### src/hdl/kmpt_pkg.sv
`timescale 1ns / 1ps
`default_nettype none

package kmpt_pkg;

	// table geometry
	localparam int ENTRIES = 64;
	localparam int IDX_W   = $clog2(ENTRIES);

	// payload widths
	localparam int FUNC_W   = 2;
	localparam int KEY_W    = 32;
	localparam int PRICE_W  = 32;
	localparam int STATUS_W = 2;
	localparam int COUNT_W  = 32;
	localparam int ROW_W    = KEY_W + PRICE_W;

	// item operations
	typedef enum logic [FUNC_W-1:0] {
		FN_SET    = 2'd0,
		FN_UPDATE = 2'd1,
		FN_POP    = 2'd2
	} func_t;

	// result status codes
	typedef enum logic [STATUS_W-1:0] {
		STS_OK        = 2'd0,
		STS_EMPTY     = 2'd1,
		STS_FULL      = 2'd2,
		STS_NOT_FOUND = 2'd3
	} status_t;

	// controller to datapath commands
	typedef struct packed {
		logic             load;     // capture a new transaction
		logic             rd_en;    // read one table row
		logic [IDX_W-1:0] rd_addr;  // row being read
		logic             commit;   // apply the result and load the output register
	} cmd_t;

endpackage

`default_nettype wire

### src/hdl/kmpt_ram.sv
`timescale 1ns / 1ps
`default_nettype none

module kmpt_ram #(
	parameter int WIDTH = 64,
	parameter int DEPTH = 64
) (
	input  wire logic                     clk,
	input  wire logic                     wr_en,
	input  wire logic [$clog2(DEPTH)-1:0] wr_addr,
	input  wire logic [WIDTH-1:0]         wr_data,
	input  wire logic                     rd_en,
	input  wire logic [$clog2(DEPTH)-1:0] rd_addr,
	output logic      [WIDTH-1:0]         rd_data
);

	logic [WIDTH-1:0] mem_q [DEPTH];

	always_ff @(posedge clk) begin
		if (wr_en) begin
			mem_q[wr_addr] <= wr_data;
		end
		if (rd_en) begin
			rd_data <= mem_q[rd_addr];
		end
	end

endmodule

`default_nettype wire

### src/hdl/kmpt_ctrl.sv
`timescale 1ns / 1ps
`default_nettype none

module kmpt_ctrl (
	input  wire logic           clk,
	input  wire logic           arst_n,
	input  wire logic           in_valid,
	output logic                in_stall,
	output logic                out_valid,
	input  wire logic           out_stall,
	output kmpt_pkg::cmd_t      cmd
);
	import kmpt_pkg::*;

	typedef enum logic [3:0] {
		S_IDLE   = 4'b0001,
		S_SCAN   = 4'b0010,
		S_TAIL   = 4'b0100,
		S_COMMIT = 4'b1000
	} state_t;

	localparam logic [IDX_W-1:0] LAST_IDX = IDX_W'(ENTRIES - 1);

	state_t           state_q;
	logic [IDX_W-1:0] addr_q;
	logic             out_valid_q;
	logic             accept;
	logic             commit;

	assign accept = (state_q == S_IDLE) && in_valid;
	// output register must be free, or emptied in this cycle
	assign commit = (state_q == S_COMMIT) && (!out_valid_q || !out_stall);

	assign in_stall  = (state_q != S_IDLE);
	assign out_valid = out_valid_q;

	assign cmd.load    = accept;
	assign cmd.rd_en   = (state_q == S_SCAN);
	assign cmd.rd_addr = addr_q;
	assign cmd.commit  = commit;

	always_ff @(posedge clk or negedge arst_n) begin
		if (!arst_n) begin
			state_q     <= S_IDLE;
			addr_q      <= '0;
			out_valid_q <= 1'b0;
		end else begin
			unique case (state_q)
				S_IDLE: begin
					if (accept) begin
						addr_q  <= '0;
						state_q <= S_SCAN;
					end
				end
				S_SCAN: begin
					if (addr_q == LAST_IDX) begin
						state_q <= S_TAIL;
					end else begin
						addr_q <= addr_q + 1'b1;
					end
				end
				S_TAIL: begin
					state_q <= S_COMMIT;
				end
				S_COMMIT: begin
					if (commit) begin
						state_q <= S_IDLE;
					end
				end
				default: begin
					state_q <= S_IDLE;
				end
			endcase

			if (commit) begin
				out_valid_q <= 1'b1;
			end else if (!out_stall) begin
				out_valid_q <= 1'b0;
			end
		end
	end

`ifndef NO_ASSERTIONS
	a_result_from_commit: assert property (@(posedge clk) disable iff (!arst_n)
		$rose(out_valid_q) |-> $past(commit))
		else $error("result appeared without a commit");

	a_accept_starts_scan: assert property (@(posedge clk) disable iff (!arst_n)
		accept |=> (state_q == S_SCAN) && (addr_q == '0))
		else $error("accepted transaction did not start a scan at row zero");

	a_scan_steps: assert property (@(posedge clk) disable iff (!arst_n)
		(state_q == S_SCAN && $past(state_q) == S_SCAN) |-> addr_q == $past(addr_q) + 1'b1)
		else $error("scan address skipped a row");

	a_tail_to_commit: assert property (@(posedge clk) disable iff (!arst_n)
		(state_q == S_TAIL) |=> (state_q == S_COMMIT))
		else $error("tail cycle not followed by commit");
`endif

endmodule

`default_nettype wire

### src/hdl/kmpt_dp.sv
`timescale 1ns / 1ps
`default_nettype none

module kmpt_dp (
	input  wire logic                           clk,
	input  wire logic                           arst_n,
	input  wire kmpt_pkg::cmd_t                 cmd,
	input  wire logic [kmpt_pkg::FUNC_W-1:0]    func,
	input  wire logic [kmpt_pkg::KEY_W-1:0]     stock_key,
	input  wire logic [kmpt_pkg::PRICE_W-1:0]   price,
	output logic      [kmpt_pkg::STATUS_W-1:0]  status,
	output logic      [kmpt_pkg::KEY_W-1:0]     popped_key,
	output logic      [kmpt_pkg::COUNT_W-1:0]   item_number
);
	import kmpt_pkg::*;

	// captured transaction
	func_t                func_q;
	logic [KEY_W-1:0]     key_q;
	logic [PRICE_W-1:0]   price_q;
	logic [COUNT_W-1:0]   item_cnt_q;

	// table occupancy and displacement mask
	logic [ENTRIES-1:0]   valid_q;
	logic [ENTRIES-1:0]   mask_q;

	// scan results
	logic                 match_found_q;
	logic [IDX_W-1:0]     match_idx_q;
	logic                 free_found_q;
	logic [IDX_W-1:0]     free_idx_q;
	logic                 min_found_q;
	logic [IDX_W-1:0]     min_idx_q;
	logic [PRICE_W-1:0]   min_price_q;
	logic [KEY_W-1:0]     min_key_q;

	// compare stage
	logic                 vld_s1;
	logic [IDX_W-1:0]     idx_s1;

	// output register
	status_t              status_q;
	logic [KEY_W-1:0]     popped_q;
	logic [COUNT_W-1:0]   itemno_q;

	logic [ROW_W-1:0]     rd_data;
	logic [KEY_W-1:0]     row_key;
	logic [PRICE_W-1:0]   row_price;
	logic                 row_valid;
	logic                 hit_key;
	logic                 same_price;
	logic                 row_free;
	logic                 row_less;

	logic                 wr_en;
	logic [IDX_W-1:0]     wr_idx;
	status_t              sts;
	logic [KEY_W-1:0]     pop_key;
	logic [ENTRIES-1:0]   valid_nx;

	kmpt_ram #(
		.WIDTH (ROW_W),
		.DEPTH (ENTRIES)
	) u_rows (
		.clk     (clk),
		.wr_en   (wr_en),
		.wr_addr (wr_idx),
		.wr_data ({key_q, price_q}),
		.rd_en   (cmd.rd_en),
		.rd_addr (cmd.rd_addr),
		.rd_data (rd_data)
	);

	assign row_key   = rd_data[ROW_W-1:PRICE_W];
	assign row_price = rd_data[PRICE_W-1:0];
	assign row_valid = valid_q[idx_s1];

	assign hit_key    = row_valid && (row_key == key_q);
	// another key at the new price gets displaced
	assign same_price = row_valid && (row_price == price_q) && (row_key != key_q);
	assign row_free   = !row_valid || same_price;
	assign row_less   = row_valid && (!min_found_q || (row_price < min_price_q));

	always_comb begin
		wr_en    = 1'b0;
		wr_idx   = match_idx_q;
		sts      = STS_OK;
		pop_key  = '0;
		valid_nx = valid_q;
		unique case (func_q)
			FN_SET: begin
				if (match_found_q) begin
					wr_en  = 1'b1;
					wr_idx = match_idx_q;
				end else if (free_found_q) begin
					wr_en  = 1'b1;
					wr_idx = free_idx_q;
				end else begin
					sts = STS_FULL;
				end
				if (wr_en) begin
					valid_nx = (valid_q & ~mask_q) | (ENTRIES'(1) << wr_idx);
				end
			end
			FN_UPDATE: begin
				if (match_found_q) begin
					wr_en    = 1'b1;
					valid_nx = valid_q & ~mask_q;
				end else begin
					sts = STS_NOT_FOUND;
				end
			end
			FN_POP: begin
				if (min_found_q) begin
					valid_nx[min_idx_q] = 1'b0;
					pop_key             = min_key_q;
				end else begin
					sts = STS_EMPTY;
				end
			end
			default: begin
			end
		endcase
		wr_en = wr_en && cmd.commit;
	end

	always_ff @(posedge clk or negedge arst_n) begin
		if (!arst_n) begin
			item_cnt_q    <= '0;
			valid_q       <= '0;
			mask_q        <= '0;
			match_found_q <= 1'b0;
			free_found_q  <= 1'b0;
			min_found_q   <= 1'b0;
			vld_s1        <= 1'b0;
		end else begin
			vld_s1 <= cmd.rd_en;
			if (cmd.load) begin
				item_cnt_q    <= item_cnt_q + 1'b1;
				mask_q        <= '0;
				match_found_q <= 1'b0;
				free_found_q  <= 1'b0;
				min_found_q   <= 1'b0;
			end else if (vld_s1) begin
				mask_q[idx_s1] <= same_price;
				if (hit_key && !match_found_q) begin
					match_found_q <= 1'b1;
				end
				if (row_free && !free_found_q) begin
					free_found_q <= 1'b1;
				end
				if (row_less) begin
					min_found_q <= 1'b1;
				end
			end
			if (cmd.commit) begin
				valid_q <= valid_nx;
			end
		end
	end

	always_ff @(posedge clk) begin
		if (cmd.load) begin
			func_q  <= func_t'(func);
			key_q   <= stock_key;
			price_q <= price;
		end
		if (cmd.rd_en) begin
			idx_s1 <= cmd.rd_addr;
		end
		if (vld_s1 && !cmd.load) begin
			if (hit_key && !match_found_q) begin
				match_idx_q <= idx_s1;
			end
			if (row_free && !free_found_q) begin
				free_idx_q <= idx_s1;
			end
			if (row_less) begin
				min_idx_q   <= idx_s1;
				min_price_q <= row_price;
				min_key_q   <= row_key;
			end
		end
		if (cmd.commit) begin
			status_q <= sts;
			popped_q <= pop_key;
			itemno_q <= item_cnt_q;
		end
	end

	assign status      = status_q;
	assign popped_key  = popped_q;
	assign item_number = itemno_q;

endmodule

`default_nettype wire

### src/hdl/keyed_min_price_table.sv
//  channel  | handshake           | payload
//  ---------+---------------------+-------------------------------------
//  in       | in_valid, in_stall  | func, stock_key, price
//  out      | out_valid, out_stall| status, popped_key, item_number
//
//  every transaction captures its inputs, reads each table row in turn through
//  the single read port of the row memory, finishes the last compare and then
//  commits into the output register.
//  reset clears the valid bits and the item counter; row contents stay undefined
//  and are only read behind a valid bit, so no clearing pass is needed.
//  a finished result waits in the output register while the next transaction
//  is taken; commit holds only if that register is still full and stalled.
`timescale 1ns / 1ps
`default_nettype none

module keyed_min_price_table (
	input  wire logic                           clk,
	input  wire logic                           arst_n,
	// input transaction
	input  wire logic                           in_valid,
	output logic                                in_stall,
	input  wire logic [kmpt_pkg::FUNC_W-1:0]    func,
	input  wire logic [kmpt_pkg::KEY_W-1:0]     stock_key,
	input  wire logic [kmpt_pkg::PRICE_W-1:0]   price,
	// result transaction
	output logic                                out_valid,
	input  wire logic                           out_stall,
	output logic      [kmpt_pkg::STATUS_W-1:0]  status,
	output logic      [kmpt_pkg::KEY_W-1:0]     popped_key,
	output logic      [kmpt_pkg::COUNT_W-1:0]   item_number
);
	import kmpt_pkg::*;

	// sequencing commands from the controller: capture, row reads, commit
	cmd_t cmd;

	// controller: idle, scan over all rows, tail compare, commit
	kmpt_ctrl u_ctrl (
		.clk       (clk),
		.arst_n    (arst_n),
		.in_valid  (in_valid),
		.in_stall  (in_stall),
		.out_valid (out_valid),
		.out_stall (out_stall),
		.cmd       (cmd)
	);

	// datapath: row memory, valid bits, key/price compares, min tracking,
	// displacement mask and the output register
	kmpt_dp u_dp (
		.clk         (clk),
		.arst_n      (arst_n),
		.cmd         (cmd),
		.func        (func),
		.stock_key   (stock_key),
		.price       (price),
		.status      (status),
		.popped_key  (popped_key),
		.item_number (item_number)
	);

endmodule

`default_nettype wire
### config.mk
export PLATFORM = sky130hd
export DESIGN_NAME = keyed_min_price_table
export DESIGN_NICKNAME = d
export VERILOG_FILES = /design/src/hdl/kmpt_pkg.sv /design/src/hdl/kmpt_ram.sv /design/src/hdl/kmpt_ctrl.sv /design/src/hdl/kmpt_dp.sv /design/src/hdl/keyed_min_price_table.sv
export SDC_FILE = /design/constraint.sdc
export NUM_CORES = 2
export LEC_CHECK = 0
export CAP_MARGIN = 0
export CORE_UTILIZATION = 45
export DETAILED_ROUTE_END_ITERATION = 8
export DONT_BUFFER_PORTS = 1
export HOLD_SLACK_MARGIN = 0.02
export MAX_ROUTING_LAYER = met4
export PLACE_DENSITY = 0.72
export SKIP_CTS_REPAIR_TIMING = 1
export SYNTH_ARGS = -nofsm -noshare
export SYNTH_HDL_FRONTEND = slang
export SYNTH_SLANG_ARGS = --single-unit
### constraint.sdc
create_clock -name clk -period 16.65 [get_ports clk]
set_clock_uncertainty 0.2 [all_clocks]
set_input_delay 2.4975 -clock clk [delete_from_list [all_inputs] [get_ports clk]]
set_output_delay 2.4975 -clock clk [all_outputs]
set_load 0.05 [all_outputs]
; Word level (Yosys, flattened, before mapping)
; Memories as Yosys holds them, arrays and structs flattened. A register that Yosys moved wholly into a read port is not among the register bits.
; Index checks and enable logic that the tools add are counted.
[classes]
bitwise = 5
mux = 47
n_addsub = 2
n_reduce_logical = 39
order_cmp = 5
eq_ne = 19
shifts = 1
[ops]
columns = op, count
row1 = two-way mux 64 bit, 5
row2 = one-hot mux 64 bit (3 select lines), 1
row3 = AND 64 bit, 2
row4 = NOT 64 bit, 2
row5 = bitwise mux 64 bit, 1
row6 = == test 32 bit, 2
row7 = OR 64 bit, 1
row8 = "left shift 1 x 6 -> 64 bit, first input constant", 1
row9 = two-way mux 6 bit, 6
row10 = "adder 32 x 1 -> 32 bit, second input constant", 1
row11 = < comparator 32 bit, 1
row12 = inequality test 32 bit, 1
row13 = two-way mux 1 bit, 21
row14 = one-hot mux 4 bit (4 select lines), 1
row15 = "< comparator 6 x 7 -> 1 bit, second input constant", 2
row16 = AND reduction 2 bit, 7
row17 = demux 1 bit (select 6 bit), 2
row18 = "greater-or-equal comparator 6 x 1 -> 1 bit, second input constant", 2
row19 = logical AND 1 bit, 12
row20 = two-way mux 4 bit, 3
row21 = "inequality test 2 x 1 -> 1 bit, second input constant", 6
row22 = one-hot mux 6 bit (2 select lines), 1
row23 = nonzero test 2 bit, 5
row24 = logical NOT 1 bit, 7
row25 = 19 further kinds, 25
[totals]
n_memories = 1
mem_bits_rw = 4096
output_inout_bits = 68
reg_bits = 395
wordCells = 141
[mem_list]
columns = memory, words, width, read_ports, rd_ports_with_merged_regs, wr, line_no
row1 = u_dp.u_rows.mem_q, 64, 64, 1, 1, 1, kmpt_ram.sv:17  ; logic [WIDTH-1:0] mem_q [DEPTH];

; Depth between registers and ports, before layout
[logic_depth]
ltp_word = 9
mapped_depth = 11

; By module
; From an unflattened synthesis, not the netlist that was laid out.
[unflattened]
hier_cells = 8196
hier_area_um2 = 175884.9
[modules_own_cells]
columns = module, area_per_inst_um2, seq_area_each_um2, n_inst, cells_each
row1 = kmpt_ram, 156989.3, 124919.8, 1, 6598
row2 = kmpt_dp, 18276.3, 10710.3, 1, 1538
row3 = kmpt_ctrl, 619.3, 276.5, 1, 60

; Worst setup path before layout
; OpenSTA, ideal clock, no wires.
[synth_timing]
kind = input -> register
startpoint = input port out_stall
endpoint = memory u_dp.u_rows.mem_q[17][0] (enable)
required_ns = 15.963
arrival_ns = 9.387
stages = 5
slack_ns = 6.576
n_path_buf = 0
path_cell_list = a21oi_1 a21boi_0 nor2b_1 nand3_1 nor2_1
[synth_via]
elab_chain_cells = 6
[synth_rtl]
columns = element, line_no
row1 = from (decl), keyed_min_price_table.sv:27  ; input wire logic out_stall,
row2 = logical NOT 1 bit, kmpt_ctrl.sv:32  ; assign commit = (state_q == S_COMMIT) && (!out_valid_q || !out_stall);
row3 = logical OR 1 bit, kmpt_ctrl.sv:32
row4 = logical AND 1 bit, kmpt_ctrl.sv:32
row5 = logical AND 1 bit, kmpt_dp.sv:124  ; wr_en = wr_en && cmd.commit;
row6 = two-way mux 1 bit, kmpt_ram.sv:20  ; if (wr_en) begin
row7 = two-way mux 1 bit (not written as such), kmpt_ram.sv:21  ; mem_q[wr_addr] <= wr_data;
row8 = to (decl), kmpt_ram.sv:17
; Every way passes these cells.

; Worst setup path after layout
[layout_timing]
startpoint = input port out_stall
endpoint = memory u_dp.u_rows.mem_q[5][50] (enable)
; The elaborated chain is that of the path after synthesis.

==> run_results.csv <==
group,metric,value,unit
status,outcome,"complete, no violations",
yosys,synth-warning-count,0,
yosys,yosysMostFrequentCell,"edfxtp_1",
final_layout,area_growth,12.1,%
placement,placed_cells,12614,
critical_path,critPathCaptureType,"flop",
critical_path,rr_startpoint,"u_ctrl.addr_q[1]",
clocking,clock-sinks,4555,
timing,worstMarginPinSlew,1400,ps
yosys,synth_edf_count,4380,
detailed_routing,ant_nets,0,
final_layout,nets,7985,
detailed_routing,wl,462000,um
yosys,synth_cell_types,64,
timing,finalSetupTns,0,ps
global_route,grt_pass1_wl,650000,um
final_layout,fin_cells,13432,
yosys,seq_area_frac_synth,0.775,
placement,dp_hpwl,251000,um
critical_path,arrival,6620,ps
floorplan,core,387000,um^2
critical_path,start_kind,"input pin",
run,cap_violations,0,
detailed_routing,vias,85789,
critical_path,critPathMaxFanout,34,
yosys,synthTopCellsByCount,"4380 x edfxtp_1, 1351 x mux4_2, 247 x clkbuf_1",
worst_hold_path,holdPathEnd,"u_dp.item_cnt_q[31]",
critical_path,r2r_setup_slack,10470,ps
critical_path,r2r_cells,7,
yosys,yosysTopAreaCellShare,0.750,
critical_path,crit_type,"in2reg",
clocking,clkLatencyLatePin,1000,ps
final_layout,layout-drive-gt1-share,0.284,
global_route,overflow,0,
timing,final_hold_viol_count,0,
timing,fin_hold_ws,283,ps
global_route,antenna_found_initial,23,
floorplan,initial_core_util,0.453,
floorplan,pin_count,138,
placement,port_buffers,0,
yosys,syn-mean-instance-area,23.1,um^2
clocking,clock_path_buffers,4,
timing,max_freq,0.161,GHz
timing,setup_viol,0,
floorplan,fp.dieArea,392000,um^2
clocking,clockRootBuffer,"clkbuf_16",
floorplan,die_h,626,um
yosys,ys_ff_latch,4555,
global_route,grt_use_total,0.241,
yosys,synthTopCellsByArea,"edfxtp_1 75%, mux4_2 17%, dfrtp_1 2.5%",
clocking,path_clk_slew,60,ps
detailed_routing,drt_iter0_markers,13932,
clocking,cts_tree,"yes",
power,p_per_area,139,nW/um^2
final_layout,fillerInstances,29251,
placement,dp_slack,9530,ps
yosys,syn_nets,7687,
critical_path,rr_endpoint,"u_dp.u_rows.rd_data[29]",
detailed_routing,routedWlPerCell,34.4,um
timing,finalCriticalPeriod,6210,ps
yosys,yosysTopAreaCell,"edfxtp_1",
detailed_routing,firstDrtPassIters,8,
power,p_leak,59.8,nW
worst_hold_path,hold_depth,1,
yosys,synth-async-reset-ratio,0.0384,
critical_path,cp.required,17060,ps
timing,worst_slack,10440,ps
power,peakVddDrop,105,uV
yosys,synthCells,7579,
detailed_routing,vias_per_cell,6.39,
timing,slew_headroom,0.0686,
yosys,synth_ff_type,"edfxtp_1",
timing,rsz0062_at_grt,"false",
clocking,cts_made_buffers,436,
placement,gp_congestion,0.873,
floorplan,num_rows,228,
floorplan,dieWidth,626,um
yosys,syn_area,175000,um^2
timing,maxSlewViolCount,0,
global_route,grt_pass1_vias,84608,
clocking,htree_levels,5,
power,p_total,27.4,mW
global_route,grt_max_degree,176,
detailed_routing,drc,0,
worst_hold_path,hold_path.class,"reg2reg",
worst_hold_path,hp-start,"u_dp.item_cnt_q[31]",
timing,finalCritPeriodShare,0.373,
[cell families (layout without fill, tap and decap cells)]
| group | after synthesis | after routing | share of synthesized area |
|---|---|---|---|
| DFF | 4555 | 4555 | 0.775 |
| muxes | 1378 | 1378 | 0.175 |
| and+or+nand+nor | 631 | 631 | 0.0182 |
| buffers and inverters | 450 | 1103 | 0.0108 |
| AOI/OAI and AO/OA | 428 | 428 | 0.0134 |
| xor gates and xnor gates | 99 | 99 | 0.00494 |
| adders and majority gates | 38 | 38 | 0.00271 |
| other | 0 | 25 | 0 |
[worst max path at each step]
| stage | depth (start not counted) | to | slack [ps] | start |
|---|---|---|---|---|
| 2_1_floorplan | 5 | u_dp.u_rows.mem_q[17][0] | 6580 | out_stall |
| 3_3_place_gp | 6 | u_dp.u_rows.mem_q[5][48] | 9550 | out_stall |
| 3_5_place_dp | 6 | u_dp.u_rows.mem_q[5][49] | 9530 | out_stall |
| 4_1_cts | 6 | u_dp.u_rows.rd_data[38] | 10520 | u_ctrl.addr_q[0] |
| 5_1_grt | 6 | u_dp.u_rows.rd_data[38] | 10310 | u_ctrl.addr_q[0] |
| 6_report | 6 | u_dp.u_rows.mem_q[5][50] | 10440 | out_stall |
[worst max-delay path, cell delays in order]
cell and delay [ps]:
a21oi_4 260, a21boi_0 790, nor2b_1 440, nand2_1 580
nor2_4 1190, buf_4 780
[area by class of cell]
cell class              instances  area (um^2)  area share
diodes                         25         62.6    0.000318
clock buffers                 521        11400      0.0580
clock inverters               272         2400      0.0122
inverters                      45          176    0.000897
multi-input cells            2574        38200       0.194
flip-flops and latches       4555       136000       0.691
well taps                    5175         6470      0.0329
repair buffers                265         2040      0.0104
[layout by cell type, fill, tap and decap left out, types with 9 or more instances in the layout]
master	instances
dfrtp_1	167
ha_1	37
xnor2_1	55
o21ai_1	16
nand4_1	90
nand3_1	54
nor2_4	65
nand2_1	118
mux4_2	1351
clkinv_1	107
inv_1	43
edfxtp_1	4380
clkbuf_16	444
mux2i_1	17
nor2_1	122
inv_6	13
a21oi_1	120
xor2_1	44
o22ai_1	65
nor4_1	10
clkinv_2	84
nor3_1	9
and3_1	44
o21ai_0	186
bufinv_16	34
clkbuf_1	76
mux2_2	9
diode_2	25
a21o_1	12
clkinvlp_4	14
nor2b_1	70
buf_4	260
[registers in the layout, summed over array words and instances, names as in the netlist, 2 cells and up]
name / count
u_dp.func_q: 2
u_dp.mask_q: 64
u_ctrl.state_q: 4
u_dp.status: 2
u_ctrl.addr_q: 6
u_dp.valid_q: 64
u_dp.u_rows.mem_q: 4096
u_dp.price_q: 32
u_dp.match_idx_q: 6
u_dp.idx_s1: 6
u_dp.popped_key: 32
u_dp.min_key_q: 32
u_dp.free_idx_q: 6
u_dp.item_cnt_q: 32
u_dp.u_rows.rd_data: 64
u_dp.min_price_q: 32
u_dp.min_idx_q: 6
u_dp.item_number: 32
u_dp.key_q: 32
[routing by layer]
metal | GRT usage | vias to the layer above | wire length (um)
met5 | - | - | 0
met4 | 0.0654 | 0 | 14100
met3 | 0.0436 | 797 | 51200
met2 | 0.377 | 5978 | 223000
met1 | 0.329 | 46100 | 174000
li1 | - | 32914 | -
[through the flow]
step	util	area, um^2
6_report	0.508	197000
3_3_place_gp	0.472	183000
3_5_place_dp	0.473	183000
2_1_floorplan	-	175000
5_1_grt	0.508	197000
4_1_cts	0.508	197000
[report_power, final]
group,leakage (nW),internal [mW],switching (mW)
Sequential,41.9,13.1,0.174
Clock,6.75,5.41,4.27
Combinational,11.1,1.82,2.54
Total,59.8,20.4,6.99
Power figures use the tool's default switching activity.
